## config.mk

```make
export PLATFORM = sky130hd
export DESIGN_NAME = chroma_smooth_normalize_rank_core
export DESIGN_NICKNAME = d
export VERILOG_FILES = /design/src/rtl/core/csnr_pkg.sv /design/src/rtl/core/csnr_div.sv /design/src/rtl/core/chroma_smooth_normalize_rank_core.sv
export SDC_FILE = /design/constraint.sdc
export NUM_CORES = 2
export LEC_CHECK = 0
export BUFFER_PORTS_ARGS = -buffer_cell sky130_fd_sc_hd__buf_2
export CORE_MARGIN = 1.5
export CORE_UTILIZATION = 49
export CTS_CLUSTER_SIZE = 40
export DETAILED_ROUTE_END_ITERATION = 16
export GPL_TIMING_DRIVEN = 0
export SYNTH_ARGS = -nofsm -noshare
export SYNTH_HDL_FRONTEND = slang
export SYNTH_HIERARCHICAL = 1
export SYNTH_SLANG_ARGS = --single-unit
```

## constraint.sdc

```tcl
create_clock -name clk -period 10 [get_ports clk]
set_clock_uncertainty 0.2 [all_clocks]
set_input_delay 0.5 -clock clk [delete_from_list [all_inputs] [get_ports clk]]
set_output_delay 0.5 -clock clk [all_outputs]
set_load 0.03 [all_outputs]
```

## src/rtl/core/csnr_pkg.sv

```systemverilog
// Shared types and constants for the chroma share smoother.
// No dependencies.
`timescale 1ns / 1ps
package csnr_pkg;
  localparam int unsigned ShareW = 16;
  localparam int unsigned PcW = 4;
  localparam int unsigned CfgW = 7;
  localparam logic [ShareW-1:0] ShareOne = 16'hFFFF;
  localparam logic [CfgW-1:0] SmoothReset = 7'd9;

  typedef enum logic [6:0] {
    ST_FILL   = 7'b0000001,
    ST_RANK   = 7'b0000010,
    ST_EMIT   = 7'b0000100,
    ST_MEAN   = 7'b0001000,
    ST_DIVIDE = 7'b0010000,
    ST_NORM   = 7'b0100000,
    ST_WRITE  = 7'b1000000
  } state_t;
endpackage

```

## src/rtl/core/csnr_div.sv

```systemverilog
// Restoring radix-2 divider, one quotient bit per cycle.
// Depends on nothing.
`timescale 1ns / 1ps
module csnr_div #(
  parameter int unsigned NumW = 40,
  parameter int unsigned DenW = 24
) (
  input  logic            clk,
  input  logic            rst,
  input  logic            start,
  input  logic [NumW-1:0] num,
  input  logic [DenW-1:0] den,
  output logic            done,
  output logic [NumW-1:0] quo
);
  localparam int unsigned CntW = $clog2(NumW + 1);
  logic [NumW-1:0] q;
  logic [DenW:0] rem;
  logic [DenW-1:0] d;
  logic [CntW-1:0] cnt;
  logic busy;
  logic [DenW:0] trial;

  assign trial = {rem[DenW-1:0], q[NumW-1]};
  assign quo = q;

  always_ff @(posedge clk) begin
    if (rst) begin
      busy <= 1'b0;
      done <= 1'b0;
    end else begin
      done <= 1'b0;
      if (start) begin
        busy <= 1'b1;
        q <= num;
        d <= den;
        rem <= '0;
        cnt <= CntW'(NumW);
      end else if (busy) begin
        if (trial >= {1'b0, d}) begin
          rem <= trial - {1'b0, d};
          q <= {q[NumW-2:0], 1'b1};
        end else begin
          rem <= trial;
          q <= {q[NumW-2:0], 1'b0};
        end
        cnt <= cnt - 1'b1;
        if (cnt == CntW'(1)) begin
          busy <= 1'b0;
          done <= 1'b1;
        end
      end
    end
  end
endmodule

```

## src/rtl/core/chroma_smooth_normalize_rank_core.sv

```systemverilog
// Top level of the chroma share smoother with ranked readout.
// Depends on csnr_pkg and csnr_div.
`timescale 1ns / 1ps
// One energy beat per pitch class is written into the frame memory, one beat per cycle. The beat
// that completes a frame starts a pass: each class is ranked by a sweep of the share memory,
// the ranked result beats are offered one at a time, each only after the last was taken, then
// each running mean is formed through a serial divider and each share renormalized through
// the same divider. During the pass and any output stall no energy beat and no configuration
// write is taken. Shares live in a single-port-read synchronous memory; after reset or
// restart a per-entry valid bit makes unwritten shares read as one over CLASSES.
module chroma_smooth_normalize_rank_core #(
  parameter int unsigned CLASSES = 12
) (
  input  logic        clk,
  input  logic        rst,
  input  logic        in_valid,
  output logic        in_stall,
  input  logic [15:0] energy,
  input  logic        restart,
  output logic        out_valid,
  input  logic        out_stall,
  output logic [3:0]  pitch_class,
  output logic [15:0] share,
  output logic        last,
  input  logic        cfg_valid,
  output logic        cfg_ready,
  input  logic [6:0]  cfg_data
);
  localparam int unsigned IW = (CLASSES > 1) ? $clog2(CLASSES) : 1;
  localparam int unsigned JW = $clog2(CLASSES + 1);
  localparam int unsigned SumW = 16 + $clog2(CLASSES + 1);
  localparam int unsigned NumW = SumW + 16;
  localparam logic [15:0] Uniform = 16'(32'd65535 / CLASSES);

  csnr_pkg::state_t state;
  logic [15:0] share_mem [CLASSES];
  logic [15:0] energy_mem [CLASSES];
  logic [15:0] mean_mem [CLASSES];
  logic [CLASSES-1:0] sh_valid;
  logic [IW-1:0] pos, idx;
  logic [JW-1:0] j;
  logic [IW-1:0] rd_addr;
  logic [15:0] sh_q, en_q, mn_q;
  logic sh_v_q;
  logic [15:0] sh_rd, cur;
  logic [IW-1:0] j_q;
  logic rd_ok;
  logic [3:0] rank;
  logic hit;
  logic [3:0] rank_new;
  logic [6:0] smooth;
  logic [6:0] n;
  logic [SumW-1:0] sum;
  logic [15:0] rank_tab [CLASSES];
  logic [IW-1:0] emit_i;
  logic div_start, div_done;
  logic [NumW-1:0] div_num, div_quo;
  logic [SumW-1:0] div_den;
  logic [1:0] ph;
  logic [15:0] res_share;
  logic [3:0] res_pc;
  logic res_last;

  assign cfg_ready = (state == csnr_pkg::ST_FILL);
  assign in_stall = (state != csnr_pkg::ST_FILL);
  assign sh_rd = sh_v_q ? sh_q : Uniform;
  assign n = (smooth == 7'd0) ? 7'd1 : ((smooth > 7'd64) ? 7'd64 : smooth);
  assign hit = rd_ok && (sh_rd > cur || (sh_rd == cur && j_q < idx));
  assign rank_new = rank + {3'd0, hit};
  assign pitch_class = res_pc;
  assign share = res_share;
  assign last = res_last;

  always_ff @(posedge clk) begin
    sh_q <= share_mem[rd_addr];
    en_q <= energy_mem[rd_addr];
    mn_q <= mean_mem[rd_addr];
    sh_v_q <= sh_valid[rd_addr];
  end

  csnr_div #(.NumW(NumW), .DenW(SumW)) u_div (
    .clk(clk), .rst(rst), .start(div_start), .num(div_num), .den(div_den),
    .done(div_done), .quo(div_quo)
  );

  always_ff @(posedge clk) begin
    if (rst) begin
      state <= csnr_pkg::ST_FILL;
      smooth <= csnr_pkg::SmoothReset;
      sh_valid <= '0;
      pos <= '0;
      out_valid <= 1'b0;
      div_start <= 1'b0;
      ph <= '0;
    end else begin
      div_start <= 1'b0;
      if (cfg_valid && cfg_ready) smooth <= cfg_data;
      unique case (state)
        csnr_pkg::ST_FILL: begin
          if (in_valid) begin
            if (restart) begin
              sh_valid <= '0;
              energy_mem[0] <= energy;
              pos <= (CLASSES == 1) ? '0 : IW'(1);
            end else begin
              energy_mem[pos] <= energy;
              pos <= pos + 1'b1;
            end
            if ((restart ? '0 : pos) == IW'(CLASSES - 1)) begin
              pos <= '0;
              state <= csnr_pkg::ST_RANK;
              idx <= '0;
              j <= '0;
              rd_addr <= '0;
              rd_ok <= 1'b0;
              ph <= 2'd0;
            end
          end
        end
        csnr_pkg::ST_RANK: begin
          // sweep j over the store; ph 0 latches the share of idx
          rd_ok <= 1'b1;
          j_q <= rd_addr;
          if (ph == 2'd0) begin
            if (rd_ok) begin
              cur <= sh_rd;
              ph <= 2'd1;
              rank <= '0;
              rd_addr <= '0;
              j <= JW'(1);
              rd_ok <= 1'b0;
            end
          end else begin
            rank <= rank_new;
            if (j < JW'(CLASSES)) begin
              rd_addr <= j[IW-1:0];
              j <= j + 1'b1;
            end else if (rd_ok) begin
              ph <= 2'd2;
            end
            if (ph == 2'd2) begin
              rank_tab[rank_new[IW-1:0]] <= {12'd0, 4'(idx)};
              rd_ok <= 1'b0;
              ph <= 2'd0;
              if (idx == IW'(CLASSES - 1)) begin
                state <= csnr_pkg::ST_EMIT;
                emit_i <= '0;
                ph <= 2'd0;
                rd_addr <= (rank_new == 4'd0) ? idx : rank_tab[0][IW-1:0];
              end else begin
                idx <= idx + 1'b1;
                rd_addr <= idx + 1'b1;
              end
            end
          end
        end
        csnr_pkg::ST_EMIT: begin
          if (out_valid) begin
            if (!out_stall) begin
              out_valid <= 1'b0;
              if (emit_i == IW'(CLASSES - 1)) begin
                state <= csnr_pkg::ST_MEAN;
                idx <= '0;
                rd_addr <= '0;
                sum <= '0;
                ph <= 2'd0;
              end else begin
                emit_i <= emit_i + 1'b1;
                rd_addr <= rank_tab[emit_i + 1'b1][IW-1:0];
                ph <= 2'd0;
              end
            end
          end else if (ph == 2'd0) begin
            ph <= 2'd1;
          end else begin
            out_valid <= 1'b1;
            res_share <= sh_rd;
            res_pc <= 4'(rank_tab[emit_i]);
            res_last <= (emit_i == IW'(CLASSES - 1));
          end
        end
        csnr_pkg::ST_MEAN: begin
          if (ph == 2'd0) begin
            ph <= 2'd1;
          end else if (ph == 2'd1) begin
            div_num <= NumW'(sh_rd) * NumW'(n - 7'd1) + NumW'(en_q) + NumW'(n >> 1);
            div_den <= SumW'(n);
            div_start <= 1'b1;
            ph <= 2'd2;
          end else if (div_done) begin
            mean_mem[idx] <= div_quo[15:0];
            sum <= sum + SumW'(div_quo[15:0]);
            ph <= 2'd0;
            if (idx == IW'(CLASSES - 1)) begin
              state <= csnr_pkg::ST_DIVIDE;
              idx <= '0;
              rd_addr <= '0;
            end else begin
              idx <= idx + 1'b1;
              rd_addr <= idx + 1'b1;
            end
          end
        end
        csnr_pkg::ST_DIVIDE: begin
          if (sum == '0) begin
            sh_valid <= '0;
            state <= csnr_pkg::ST_FILL;
          end else if (ph == 2'd0) begin
            ph <= 2'd1;
          end else if (ph == 2'd1) begin
            div_num <= NumW'(mn_q) * NumW'(csnr_pkg::ShareOne) + NumW'(sum >> 1);
            div_den <= sum;
            div_start <= 1'b1;
            ph <= 2'd2;
          end else if (div_done) begin
            share_mem[idx] <= (div_quo > NumW'(csnr_pkg::ShareOne))
                              ? csnr_pkg::ShareOne : div_quo[15:0];
            sh_valid[idx] <= 1'b1;
            ph <= 2'd0;
            if (idx == IW'(CLASSES - 1)) begin
              state <= csnr_pkg::ST_FILL;
            end else begin
              idx <= idx + 1'b1;
              rd_addr <= idx + 1'b1;
            end
          end
        end
        default: state <= csnr_pkg::ST_FILL;
      endcase
    end
  end
endmodule

```

==> summary.txt <==
Vert. Die Dim: 319 um
GRT overflow: 0
Multi-input gate area: 20500 um^2
Psw: 2.44 mW
Syn Inst Count: 3490
most frequent CP cell: fa_1
All-Layer GR Usage: 0.241
Arr. time, crit path: 8.91 ns
worst path bufs/invs: 7
Async SR Flop Fraction: 0
HPWL Detailed: 91100 um
post-synthesis register bit count: 925
DR vias: 28899
final core occ: 0.560
cell area after synthesis: 49100 um^2
power per cell area: 168 nW/um^2
slowest CP cell: o21ai_0
# fillers: 7963
die area: 102000 um^2
number of synthesized flops with an enable pin: 842
die width: 319 um
setup tns final: 0 ns
final setup fails: 0
Post-CTS Setup Bufs: 0
Avg Cell Area, Syn: 14.1 um^2
initial drt markers: 2584
Worst-path clk slew: 0.07 ns
worst slew pin tran: 1.40 ns
fin nets: 4247
clock sinks: 925
CP endpoint kind: flop
area growth from synthesis to layout: 12.8%
P_int: 6.87 mW
Flop pwr share: 0.456
Stages on worst setup path: 25
CTS tree: built
FMAX: 116 MHz
cell area after layout: 55300 um^2
pin count of the biggest net entering global routing: 29
CORE AREA: 98900 um^2
Synth Flop Type: edfxtp_1
Comb pwr share: 0.165
CTS buffer count: 94
Sw Ratio: 0.262
drt first pass iters: 5
R2R depth: 25
Clock Power Share: 0.379
sequential element share of the synthesized area: 0.549
antenna viol nets, final: 0
drt drc: 0
Worst Path Required: 10.31 ns
Final Max Slew Viols: 0
post-DR wirelength/cell: 23.7 um
worst hold path stage count: 3
final WL: 121000 um
antenna violations before repair: 4
Placed Area: 51900 um^2
layout cells sized above 1: 0.146
total power: 9.31 mW
unrepaired setup endpoints after global routing: no
YS warnings: 6
CP peak stage delay: 0.87 ns
status: complete, no violations
Hold Vio Cnt, Final: 0
initial core utilization: 0.496
Critical Path Fanout Max: 10
clk_lat worst skew: 0.69 ns
PortBufs: 51
Max clock buf depth: 3
# H-tree levels: 3
Slew HR: 0.0554
Core Rows: 115
maximum VDD drop: 0.153 mV
worst hold path class: input pin to flop
sequential cell area: 26900 um^2
Startpoint Class: flop
vias per inst: 5.67
max cap viols: 0
number of global-route vias before repair: 29802
Root Buffer Master: clkbuf_16
critical path class: flop to flop
cell family with most CP delay: adder cells
fin crit period: 8.60 ns
post-synth cell types: 88
Leakage: 20.1 nW
GP Congestion: 0.905
I/O pin total: 53
crit share post-route: 0.860
first-pass GRT wire length: 183000 um
## power by group through the flow
| stage | Sequential, mW | Clock [mW] | Combinational (mW) |
|---|---|---|---|
| 2_1_floorplan | 4.33 | 0 | 1.10 |
| 3_3_place_gp | 4.33 | 0 | 1.52 |
| 6_report | 4.25 | 3.53 | 1.54 |
| 5_1_grt | 4.25 | 3.73 | 1.72 |
| 3_5_place_dp | 4.33 | 0 | 1.53 |
| 4_1_cts | 4.25 | 3.58 | 1.55 |
## cells by family after synthesis
| group | Yosys count | synth area share |
|---|---|---|
| AO/OA/AOI/OAI | 465 | 0.0610 |
| XOR/XNOR | 75 | 0.0134 |
| adder cells (fa/ha/maj) | 490 | 0.163 |
| buffers and inverters | 476 | 0.0373 |
| flip-flops | 925 | 0.549 |
| multiplexers | 283 | 0.102 |
| other | 2 | 0.000153 |
| AND/OR/NAND/NOR | 774 | 0.0735 |
## cells in the final DEF (no fill, tap or decap), drive strengths merged, types with 54 or more instances in the layout
cell type  count
clkbuf       220
mux4         171
o21ai        149
nor2         266
fa           250
nand2        222
dfxtp         83
inv          355
mux2i         74
edfxtp       842
buf          142
nand3         54
a21oi        116
ha           240
## layer usage
metal  GRT usage  vias to the layer above  share of wire
li1            -                    13205              -
met1       0.337                    14709           0.44
met2       0.395                      842           0.48
met3      0.0390                      143          0.063
met4      0.0629                        0          0.024
met5           0                        -              0
## synth_stat cells, types with 31 or more instances
cell / count / area (um^2)
xnor2_1: 45 / 394
edfxtp_1: 842 / 25300
nand3_1: 53 / 265
a21o_1: 31 / 233
dfxtp_1: 83 / 1660
a21oi_1: 113 / 566
mux4_2: 171 / 3850
clkbuf_1: 83 / 312
fa_1: 250 / 5000
mux2i_1: 74 / 741
nor3_1: 35 / 175
nand2b_1: 32 / 200
mux2_2: 38 / 428
inv_1: 352 / 1320
or3_1: 37 / 231
ha_1: 240 / 3000
nand2_1: 221 / 830
nor2_1: 263 / 987
o21a_1: 45 / 338
o21ai_0: 141 / 706
## path summary, 6_finish.rpt
kind | start | endpoint | slack (ns)
setup / recovery | smooth[6] | div_num[23] | 1.40
hold / removal | cfg_data[3] | smooth[3] | 0.07
setup reg to reg | smooth[6] | div_num[23] | 1.40
hold reg to reg | div_den[2] | u_div/d[2] | 0.21
## tightest hold or removal path: stages
cell	delay, ns
buf_2	0.14
and3_1	0.17
a211o_1	0.09
## what timing repair did
item / in CTS / in global routing
resized for setup: 0 / 0
hold buffers: 22 / 0
endpoints found under the hold margin: 198 / 0
## area by class of cell
class	count	area share
sequential	925	0.487
multi-input combinational	2105	0.371
clock buffer	136	0.0483
tap	1287	0.0291
inverter	354	0.0240
timing repair buffer	126	0.0234
buffer	122	0.00902
clock inverter	42	0.00846
antenna	4	0.000181
## state kept, by name, indices dropped and copies added, names as in the netlist, 12 cells and up
signal / flops
div_num: 34
energy_mem: 192
sh_q: 16
u_div/rem: 20
div_den: 20
rank_tab: 48
en_q: 16
u_div/quo: 36
cur: 16
mean_mem: 192
share_mem: 192
sh_valid: 12
mn_q: 16
share: 16
sum: 20
u_div/d: 20
## per-stage QoR
stage               hold slack [ns]  worst slack [ns]  instances
floorplan                     0.200              2.88       3506
global placement              0.201            -0.472       4844
detailed placement            0.205              1.39       4897
CTS                          0.0276              1.39       5097
global route                 0.0460             0.753       5098
finish                       0.0714              1.40       5101
Note: power is estimated with default switching activity, not from simulation.
